### src/rtl/hsvrgb_pkg.sv
// ----------------------------------------------------------------------------
// hsvrgb_pkg - shared types and constants for the HSV/HSL to RGB unit
// Widths, chroma-part codes, per-channel term bundle and the sector lookup.
// ----------------------------------------------------------------------------
package hsvrgb_pkg;

  localparam int HUE_W               = 11;
  localparam int LEVEL_W             = 8;
  localparam int CHAN_W              = 8;
  localparam int HUE_SECTOR_BITS_DEF = 8;

  // P, Q and the secondary term all stay below 2^17 (max 510*255)
  localparam int TERM_W = 17;

  // floor(z/255) = (z * 32897) >> 23, exact for any 16-bit z
  localparam int          DIV_IN_W  = 16;
  localparam int          DIV_PRD_W = 32;
  localparam int          DIV_SHIFT = 23;
  localparam logic [15:0] DIV_RECIP = 16'd32897;

  // which part of the chroma a channel receives
  typedef enum logic [1:0] {
    PART_ZERO,
    PART_CHROMA,
    PART_SECOND
  } part_t;

  typedef enum logic [1:0] {
    CH_RED,
    CH_GREEN,
    CH_BLUE
  } chan_idx_t;

  // terms shared by all three channels
  typedef struct packed {
    logic [TERM_W-1:0] p;   // full chroma term
    logic [TERM_W-1:0] q;   // offset term
    logic [TERM_W-1:0] px;  // secondary chroma term
  } chan_terms_t;

  // sector code 6 and 7 both mean full circle: no chroma
  function automatic part_t part_sel(input logic [2:0] sec, input chan_idx_t ch);
    part_t r;
    part_t g;
    part_t b;
    part_t res;
    r = PART_ZERO;
    g = PART_ZERO;
    b = PART_ZERO;
    unique case (sec)
      3'd0: begin r = PART_CHROMA; g = PART_SECOND; b = PART_ZERO;   end
      3'd1: begin r = PART_SECOND; g = PART_CHROMA; b = PART_ZERO;   end
      3'd2: begin r = PART_ZERO;   g = PART_CHROMA; b = PART_SECOND; end
      3'd3: begin r = PART_ZERO;   g = PART_SECOND; b = PART_CHROMA; end
      3'd4: begin r = PART_SECOND; g = PART_ZERO;   b = PART_CHROMA; end
      3'd5: begin r = PART_CHROMA; g = PART_ZERO;   b = PART_SECOND; end
      default: begin r = PART_ZERO; g = PART_ZERO; b = PART_ZERO; end
    endcase
    unique case (ch)
      CH_RED:   res = r;
      CH_GREEN: res = g;
      CH_BLUE:  res = b;
      default:  res = PART_ZERO;
    endcase
    return res;
  endfunction

endpackage

### src/rtl/hsvrgb_chan.sv
// ----------------------------------------------------------------------------
// hsvrgb_chan - one output channel: term select, add, divide by 510
// Two register stages: reciprocal product, then the byte result.
// ----------------------------------------------------------------------------
module hsvrgb_chan (
  input  logic                      clk,
  input  logic                      en,
  input  hsvrgb_pkg::part_t         sel,
  input  hsvrgb_pkg::chan_terms_t   terms,
  output logic [hsvrgb_pkg::CHAN_W-1:0] chan
);

  logic [hsvrgb_pkg::TERM_W-1:0]    addend;
  logic [hsvrgb_pkg::TERM_W:0]      sum;
  logic [hsvrgb_pkg::DIV_IN_W-1:0]  half;
  logic [hsvrgb_pkg::DIV_PRD_W-1:0] prod;

  always_comb begin
    case (sel)
      hsvrgb_pkg::PART_CHROMA: addend = terms.p;
      hsvrgb_pkg::PART_SECOND: addend = terms.px;
      default:                 addend = '0;
    endcase
  end

  // sum < 510*256, so sum/2 fits 16 bits; floor(sum/510) = floor((sum>>1)/255)
  assign sum  = {1'b0, terms.q} + {1'b0, addend};
  assign half = sum[hsvrgb_pkg::DIV_IN_W:1];

  always_ff @(posedge clk) begin
    if (en) begin
      prod <= hsvrgb_pkg::DIV_PRD_W'(half) *
              hsvrgb_pkg::DIV_PRD_W'(hsvrgb_pkg::DIV_RECIP);
      chan <= prod[hsvrgb_pkg::DIV_SHIFT +: hsvrgb_pkg::CHAN_W];
    end
  end

endmodule

### src/rtl/hsv_hsl_to_rgb_unit.sv
// ----------------------------------------------------------------------------
// hsv_hsl_to_rgb_unit - HSV / HSL to 8-bit RGB color converter
// Four-stage pipeline, one color per clock while the output is not stalled.
// ----------------------------------------------------------------------------
// Usage:
//   Input channel (in_valid / in_stall) carries hue, saturation, level.
//   Output channel (out_valid / out_stall) carries red, green, blue.
//   A transaction completes on a clock edge with valid high and stall low.
//   cfg_wen / cfg_wdata write color_model (0 = HSV, 1 = HSL); write it only
//   while no transaction is in flight.
// Stages: four registers (operand product, chroma terms, reciprocal product,
//   result byte); one transaction per cycle while the output is not stalled.
// Reset (rst, synchronous): clears all stage valids and color_model to HSV.
// Stall: out_stall with a valid result freezes every stage; in_stall then
//   rises in the same cycle, so nothing is dropped or repeated. Bubbles
//   in the pipe do not hold up the input.
// Hue: 1/2^HUE_SECTOR_BITS of a 60-degree sector; sector 6 and above
//   (360 degrees on) give no chroma, all channels equal the offset.
// ----------------------------------------------------------------------------
module hsv_hsl_to_rgb_unit #(
  parameter int HUE_SECTOR_BITS = hsvrgb_pkg::HUE_SECTOR_BITS_DEF
) (
  input  logic                            clk,
  input  logic                            rst,
  input  logic                            cfg_wen,
  input  logic                            cfg_wdata,
  input  logic                            in_valid,
  output logic                            in_stall,
  input  logic [hsvrgb_pkg::HUE_W-1:0]    hue,
  input  logic [hsvrgb_pkg::LEVEL_W-1:0]  saturation,
  input  logic [hsvrgb_pkg::LEVEL_W-1:0]  level,
  output logic                            out_valid,
  input  logic                            out_stall,
  output logic [hsvrgb_pkg::CHAN_W-1:0]   red,
  output logic [hsvrgb_pkg::CHAN_W-1:0]   green,
  output logic [hsvrgb_pkg::CHAN_W-1:0]   blue
);

  localparam int B      = HUE_SECTOR_BITS;
  localparam int SEC_W  = (hsvrgb_pkg::HUE_W > B) ? hsvrgb_pkg::HUE_W - B : 1;
  localparam int TW     = hsvrgb_pkg::TERM_W;
  localparam int LW     = hsvrgb_pkg::LEVEL_W;

  logic color_model;

  // stage valids
  logic v1, v2, v3, v4;
  logic en;

  // stage 1 registers
  logic [2*LW-1:0] m1;       // (HSV: level, HSL: a) * saturation
  logic [LW-1:0]   lvl1;
  logic            mode1;
  logic [2:0]      sec1;     // 0..5, or 7 for full circle
  logic [B:0]      t1;       // weight of the secondary term

  // stage 2 registers
  hsvrgb_pkg::chan_terms_t terms2;
  hsvrgb_pkg::part_t       sel_r2, sel_g2, sel_b2;

  // stage 1 combinational
  logic [SEC_W-1:0] sector;
  logic [B-1:0]     frac;
  logic [LW:0]      twice;
  logic [LW:0]      mid_dev;
  logic [LW-1:0]    a_hsl;
  logic [LW-1:0]    mult_op;
  logic [2:0]       sec_code;
  logic [B:0]       t_next;

  // stage 2 combinational
  logic [TW-1:0]    p_next;
  logic [TW-1:0]    q_next;
  logic [TW+B:0]    px_full;

  // whole pipe advances unless a finished result is held
  assign en       = !(v4 && out_stall);
  assign in_stall = !en;
  assign out_valid = v4;

  always_ff @(posedge clk) begin
    if (rst) begin
      color_model <= 1'b0;
    end else if (cfg_wen) begin
      color_model <= cfg_wdata;
    end
  end

  // ---- stage 1: split hue, HSL distance, single 8x8 product ----
  generate
    if (hsvrgb_pkg::HUE_W > B) begin : g_sector
      assign sector = hue[hsvrgb_pkg::HUE_W-1:B];
    end else begin : g_no_sector
      assign sector = 1'b0;
    end
  endgenerate

  assign frac = B'(hue);

  always_comb begin
    twice = {level, 1'b0};
    mid_dev = (twice >= (LW+1)'(255)) ? twice - (LW+1)'(255) : (LW+1)'(255) - twice;
    a_hsl = LW'(255) - mid_dev[LW-1:0];
    mult_op = color_model ? a_hsl : level;
    sec_code = (32'(sector) >= 32'd6) ? 3'd7 : 3'(sector);
    // odd sectors fall, even sectors rise
    if (sector[0]) begin
      t_next = (B+1)'(1) << B;
      t_next = t_next - {1'b0, frac};
    end else begin
      t_next = {1'b0, frac};
    end
  end

  always_ff @(posedge clk) begin
    if (en) begin
      m1    <= mult_op * saturation;
      lvl1  <= level;
      mode1 <= color_model;
      sec1  <= sec_code;
      t1    <= t_next;
    end
  end

  // ---- stage 2: chroma P, offset Q, secondary P*t/2^B ----
  always_comb begin
    p_next = {m1, 1'b0};
    // HSV: Q = 510*l - 2*l*s ; HSL: Q = 510*l - a*s
    q_next = TW'(lvl1) * TW'(510);
    q_next = q_next - (mode1 ? TW'(m1) : p_next);
    px_full = p_next * t1;
  end

  always_ff @(posedge clk) begin
    if (en) begin
      terms2.p  <= p_next;
      terms2.q  <= q_next;
      terms2.px <= px_full[B +: TW];
      sel_r2    <= hsvrgb_pkg::part_sel(sec1, hsvrgb_pkg::CH_RED);
      sel_g2    <= hsvrgb_pkg::part_sel(sec1, hsvrgb_pkg::CH_GREEN);
      sel_b2    <= hsvrgb_pkg::part_sel(sec1, hsvrgb_pkg::CH_BLUE);
    end
  end

  // ---- stages 3 and 4: per-channel divide by 510 ----
  hsvrgb_chan u_red (
    .clk   (clk),
    .en    (en),
    .sel   (sel_r2),
    .terms (terms2),
    .chan  (red)
  );

  hsvrgb_chan u_green (
    .clk   (clk),
    .en    (en),
    .sel   (sel_g2),
    .terms (terms2),
    .chan  (green)
  );

  hsvrgb_chan u_blue (
    .clk   (clk),
    .en    (en),
    .sel   (sel_b2),
    .terms (terms2),
    .chan  (blue)
  );

  always_ff @(posedge clk) begin
    if (rst) begin
      v1 <= 1'b0;
      v2 <= 1'b0;
      v3 <= 1'b0;
      v4 <= 1'b0;
    end else if (en) begin
      v1 <= in_valid;
      v2 <= v1;
      v3 <= v2;
      v4 <= v3;
    end
  end

endmodule

### config.mk
export PLATFORM = sky130hd
export DESIGN_NAME = hsv_hsl_to_rgb_unit
export DESIGN_NICKNAME = d
export VERILOG_FILES = /design/src/rtl/hsvrgb_pkg.sv /design/src/rtl/hsvrgb_chan.sv /design/src/rtl/hsv_hsl_to_rgb_unit.sv
export SDC_FILE = /design/constraint.sdc
export NUM_CORES = 1
export LEC_CHECK = 0
export BUFFER_PORTS_ARGS = -buffer_cell sky130_fd_sc_hd__buf_2
export CORE_MARGIN = 1.5
export CORE_UTILIZATION = 45
export DETAILED_ROUTE_END_ITERATION = 10
export GPL_TIMING_DRIVEN = 0
export HOLD_SLACK_MARGIN = 0.1
export PLACE_DENSITY = 0.64
export SLEW_MARGIN = 20
export SYNTH_ARGS = -nofsm -noshare
export SYNTH_HDL_FRONTEND = slang
export SYNTH_HIERARCHICAL = 1
export SYNTH_SLANG_ARGS = --single-unit
export TNS_END_PERCENT = 1
### constraint.sdc
create_clock -name clk -period 5.9 [get_ports clk]
set_input_delay 1.18 -clock clk [delete_from_list [all_inputs] [get_ports clk]]
set_output_delay 1.18 -clock clk [all_outputs]
set_load 0.01 [all_outputs]
Word-level counts from Yosys, hierarchy flattened
Index checks and enable logic that the tools add are counted. Widths: inputs -> output; s select.

Add/sub/neg operators: 8. $mul: 6. Magnitude comparators: 2. Equal/unequal tests: 11. Multiplexer cells: 10. Reduce and logical (&&, ||, !) cells: 8.

Operators by type and width (number): $pmux 17 s2 (3); $mul 16x16->31 const B (3); $add 17x17->17 (3); $mul 16x9->24 (1); $mux 8 (3); $mux 17 (1); $sub 17x17->17 (1); $mul 8x8->16 (1); $mul 8x8->16 const B (1); $sub 8x8->8 const A (2); $pmux 2 s2 (3); $reduce_or 2->1 (6); $ge 9x8->1 const B (1); $sub 9x8->9 const A (1); $sub 8x8->8 const B (1); $eq 2x1->1 const B (3); $eq 2x2->1 const B (3); $eq 3x2->1 const B (2); $eq 3x3->1 const B (2); $eq 3x1->1 const B (1); $ge 3x3->1 const B (1); $logic_not 3->1 (1); $logic_and 1x1->1 (1).

Register bits: 215. Bits of input ports: 33. Word-level logic and storage cells: 68.

Depth between registers and ports, before layout
Depth in word-level cells: 5. Gate-level depth with buffers: 30. Depth with buffers taken out: 27.

Modules after synthesis
The synthesis kept the hierarchy.

By module, submodules not included: hsv_hsl_to_rgb_unit (instances 1, cells an instance 1184, area an instance 11949.0 um^2); hsvrgb_chan (u_green ...) (instances 2, cells an instance 296, area an instance 2683.8 um^2); hsvrgb_chan (u_blue) (instances 1, cells an instance 294, area an instance 2706.3 um^2).

Worst setup path before layout
OpenSTA, ideal clock, no wires.

Kind: reg2reg. From: register sel_b2[0]. To: register u_blue/prod[30] (netlist bit), data pin. Arrival time: 6.213 ns. Required time: 5.630 ns. Path slack: -0.583 ns. Stages on the path, launching flop included: 30. Buffers on the path: 3. Clock period less this slack: 6.483 ns. Cells stage by stage: edfxtp_1 -> inv_1 -> ha_1 -> buf_2 -> clkbuf_1 -> a22oi_1 -> nor2_1 -> ha_1 -> buf_2 -> a21oi_1 -> o21ai_0 -> and2_1 -> o32a_2 -> a41o_1 -> o22ai_1 -> xor2_1 -> inv_1 -> ha_1 -> xor2_1 -> ha_1 -> ha_1 -> ha_1 -> nand4_1 -> a211oi_1 -> nand3_1 -> or4_1 -> o21ai_2 -> maj3_4 -> nor3b_2 -> xnor2_1.

Longest elaborated chain between the ends: 4.

Ends and longest elaborated chain: start: declaration (RTL line hsv_hsl_to_rgb_unit.sv:59) `hsvrgb_pkg::part_t sel_r2, sel_g2, sel_b2;`; start signal: assignment (RTL line hsv_hsl_to_rgb_unit.sv:141) `sel_b2 <= hsvrgb_pkg::part_sel(sec1, hsvrgb_pkg::CH_BLUE);`; $eq 2x2->1 or $eq 2x1->1 (tied branches) (RTL line hsvrgb_chan.sv:19) `case (sel)`; $pmux 17 s2 (*) (RTL line hsvrgb_chan.sv:19); $add 17x17->17 (*) (RTL line hsvrgb_chan.sv:27) `assign sum = {1'b0, terms.q} + {1'b0, addend};`; $mul 16x16->31 (*) (RTL line hsvrgb_chan.sv:32) `prod <= hsvrgb_pkg::DIV_PRD_W'(half) *`; end signal: assignment (RTL line hsvrgb_chan.sv:32); end: declaration (RTL line hsvrgb_chan.sv:16) `logic [hsvrgb_pkg::DIV_PRD_W-1:0] prod;`.

Mark *: on every way between the ends. The rest lies on a longest branch, timed or not. A chain may end at the register's enable or synchronous reset.

Worst setup path in the final report
From: register sel_g2[1]. To: register u_green/prod[27] (netlist bit), data pin.

Longest elaborated chain between the ends: 4.

Ends and longest elaborated chain: start: declaration (RTL line hsv_hsl_to_rgb_unit.sv:59); start signal: assignment (RTL line hsv_hsl_to_rgb_unit.sv:140) `sel_g2 <= hsvrgb_pkg::part_sel(sec1, hsvrgb_pkg::CH_GREEN);`; $eq 2x2->1 or $eq 2x1->1 (tied branches) (RTL line hsvrgb_chan.sv:19); $pmux 17 s2 (*) (RTL line hsvrgb_chan.sv:19); $add 17x17->17 (*) (RTL line hsvrgb_chan.sv:27); $mul 16x16->31 (*) (RTL line hsvrgb_chan.sv:32); end signal: assignment (RTL line hsvrgb_chan.sv:32); end: declaration (RTL line hsvrgb_chan.sv:16).

Marked as above.

==> flow_metrics.env <==
export IMPL_endpoint_kind="flop"
export IMPL_worst_path_max_fanout=10
export IMPL_ant_nets=0
export IMPL_min_period_over_period_pct=101
export IMPL_r2r_slack_ns=-0.06
export IMPL_avgRoutedWirePerCell_um=17.2
export IMPL_syn_cell_area_um2=20000
export IMPL_vias_per_cell=5.33
export IMPL_cts_hold_buffers_added=0
export IMPL_synth_edff_count=141
export IMPL_crit_path_start="sel_g2[1]"
export IMPL_grt_pass1_wl_um=80400
export IMPL_status="finished, violations left"
export IMPL_drive_above_1_share_pct=18.4
export IMPL_cp_required_ns=6.11
export IMPL_cp_start_kind="flop"
export IMPL_worstSetupEndpoint="u_green/prod[27]"
export IMPL_clkTransAtPathRegs_ns=0.07
export IMPL_synth_cell_types=79
export IMPL_slowest_delay_ns=0.45
export IMPL_slew_violations=0
export IMPL_die_w_um=214
export IMPL_seq_area_frac_synth_pct=21.6
export IMPL_synth_top_area_share_pct=21.1
export IMPL_layout_nets=2750
export IMPL_rsz0062_at_grt="true"
export IMPL_hold_class="flop to flop"
export IMPL_synth_top_cells_by_area="edfxtp_1, ha_1, fa_1"
export IMPL_r2r_start="sel_g2[1]"
export IMPL_synthCells=2070
export IMPL_syn_avg_cell_area_um2=9.67
export IMPL_path_class="flop to flop"
export IMPL_timing_rr_end="u_green/prod[27]"
export IMPL_synth_warnings=6
export IMPL_clk_path_buf_depth=2
export IMPL_vias=15100
export IMPL_io_pins=59
export IMPL_grt_total_usage_pct=22.0
export IMPL_slowest_stage="a2111oi_4"
export IMPL_fin_crit_ns=5.96
export IMPL_routabilityCongestion=0.947
export IMPL_grt_overflow_total=0
export IMPL_wl_um=48800
export IMPL_clock_sinks=146
export IMPL_grt_max_degree=93
export IMPL_dp_hpwl_um=38200
export IMPL_drtIter0Drc=727
export IMPL_first_pass_iters=5
export IMPL_die_h_um=214
export IMPL_syn2layout_area_growth_pct=18.9
export IMPL_synthArstFlopShare_pct=0
export IMPL_insertion_delay_ns=0.46
export IMPL_skew_ns=0.0115
export IMPL_failed_checks="negative setup slack"
export IMPL_r2r_cells=28
export IMPL_setup_viol=6
export IMPL_die_area_um2=45800
export IMPL_grt_pass1_vias=15800
export IMPL_yosys_most_used_dff="edfxtp_1"
export IMPL_fin_area_um2=23800
export IMPL_cap_violations=0
export IMPL_hold_viol=0
export IMPL_remaining_drc_errors=0
export IMPL_core_area_um2=44000
export IMPL_antenna_found_initial=0
export IMPL_max_clock_freq_mhz=168
export IMPL_worstMarginPinSlew_ns=0.911
export IMPL_rows=77
export IMPL_cts_tree="yes"
export IMPL_cts_buffers=17
export IMPL_arrival_ns=6.17
export IMPL_root_buffer="clkbuf_16"
export IMPL_yosysTopAreaCell="edfxtp_1"
export IMPL_cts_htree_levels=4
export IMPL_n_antenna_cell=0
export IMPL_synth_seq_cells=146
export IMPL_initial_core_util_pct=45.5
export IMPL_port_buffers=57
export IMPL_dpl_cell_area_um2=21200
export IMPL_relSlewSlack_pct=39.0
export IMPL_setup_ws_ns=-0.0567
[logic make-up (layout without fill, tap and decap cells)]
| group | Yosys count | in the layout | share of synthesized area (%) |
|---|---|---|---|
| simple gates | 588 | 588 | 15.0 |
| fa+ha+maj | 493 | 493 | 37.0 |
| buf+inv | 322 | 490 | 6.20 |
| compound gates | 317 | 317 | 10.8 |
| xor+xnor | 181 | 181 | 8.09 |
| flops | 146 | 146 | 21.6 |
| mux | 22 | 22 | 1.22 |
| other cells | 1 | 3 | 0.0187 |
[flip-flops by register name, indices dropped and copies added (netlist names), 3 cells and up]
register and flops:
u_red/chan 8, u_blue/chan 8, u_blue/prod 8, t1 9, u_green/prod 8, terms2 50
m1 16, u_red/prod 8, u_green/chan 8, sec1 3, lvl1 8
[Yosys cell counts, types with 3 or more instances]
cell / count
ha_1: 324
o21bai_1: 5
o21a_1: 12
dfxtp_1: 5
a21o_1: 28
or2_2: 9
a31oi_1: 4
and4_1: 4
xnor2_1: 113
inv_1: 267
a211oi_1: 11
fa_1: 166
nand2b_1: 17
nor3b_1: 3
nor2_1: 118
clkbuf_1: 42
edfxtp_1: 141
nand4b_4: 3
a31o_2: 6
nor2b_1: 25
nor4_1: 7
nor3_1: 25
a21oi_1: 92
xor2_1: 65
a2111oi_0: 6
or3_1: 6
and3_1: 10
buf_6: 3
o22ai_1: 4
o31ai_1: 6
a41oi_1: 4
a22oi_1: 50
nand2_1: 176
buf_2: 8
o211ai_1: 5
nand4_1: 10
nand3_1: 33
mux2i_1: 20
o21ai_0: 51
and2_1: 129
[repair_timing]
item,4_1_cts,5_1_grt
pin swaps,75,86
gates resized for setup,161,93
buffers inserted,48,35
endpoints found under the hold margin,0,0
cloned,1,2
endpoints found under the setup margin,24,28
[area by class of cell]
type	instances	area (um^2)
Multi-Input combinational cell	1604	15900
Sequential cell	146	4330
Inverter	267	1000
Buffer	47	313
Tap cell	592	741
Timing Repair Buffer	144	967
Clock buffer	18	429
Clock inverter	14	169
Fill cell	3914	20200
[metrics by stage]
| step | utilization [%] | hold slack (ns) | setup TNS [ns] | cells | setup slack [ns] |
|---|---|---|---|---|---|
| after floorplan | - | 0.400 | -1.00 | 2072 | -0.128 |
| after global placement | 48.1 | 0.401 | -18.78 | 2721 | -1.11 |
| after detailed placement | 48.2 | 0.405 | -21.47 | 2722 | -1.23 |
| after CTS | 52.4 | 0.419 | -0.402 | 2795 | -0.0827 |
| after global routing | 54.1 | 0.421 | -2.83 | 2832 | -0.307 |
| final | 54.1 | 0.418 | -0.166 | 2832 | -0.0567 |
[per-layer routing]
layer	global-route usage, %	routed length, um	vias up
met5	0	0	-
met1	26.2	20500	7341
li1	-	-	7355
met3	3.55	1980	98
met2	39.1	24700	311
met4	9.13	1640	0
[worst max-delay path: cells and delay by family, from the launching register on]
kind / cells / cell delay (ns)
and+or+nand+nor: 4 / 0.44
AOI/OAI and AO/OA: 10 / 1.98
buffers and inverters: 5 / 0.72
DFF: 1 / 0.39
xor gates and xnor gates: 2 / 0.23
adders and majority gates: 7 / 1.94
[worst min path at each step]
| stage | start | depth (start not counted) | slack, ns | endpoint |
|---|---|---|---|---|
| floorplan | u_blue/prod[23] | 0 | 0.40 | u_blue/chan[0] |
| finish | u_green/prod[23] | 0 | 0.42 | u_green/chan[0] |
| global route | u_green/prod[23] | 0 | 0.42 | u_green/chan[0] |
| detailed placement | u_green/prod[23] | 0 | 0.40 | u_green/chan[0] |
| global placement | u_red/prod[28] | 0 | 0.40 | u_red/chan[5] |
| CTS | u_green/prod[29] | 0 | 0.42 | u_green/chan[6] |
[cell usage in the layout (no fill, tap or decap), drive strengths merged, types with 17 or more instances in the layout]
cell type	synthesis	layout
xor2	66	66
nand3	33	33
and2	130	130
ha	324	324
mux2i	22	22
clkbuf	42	52
xnor2	113	113
nor2b	25	25
inv	267	274
nand2	176	176
a21oi	93	93
buf	13	157
nor3	26	26
a21o	28	28
edfxtp	141	141
fa	166	166
nand2b	17	17
o21ai	52	52
nor2	118	118
a22oi	51	51
Power is not shown: default switching activity piles up to over one toggle a cycle in this logic, so the estimate is an artifact.
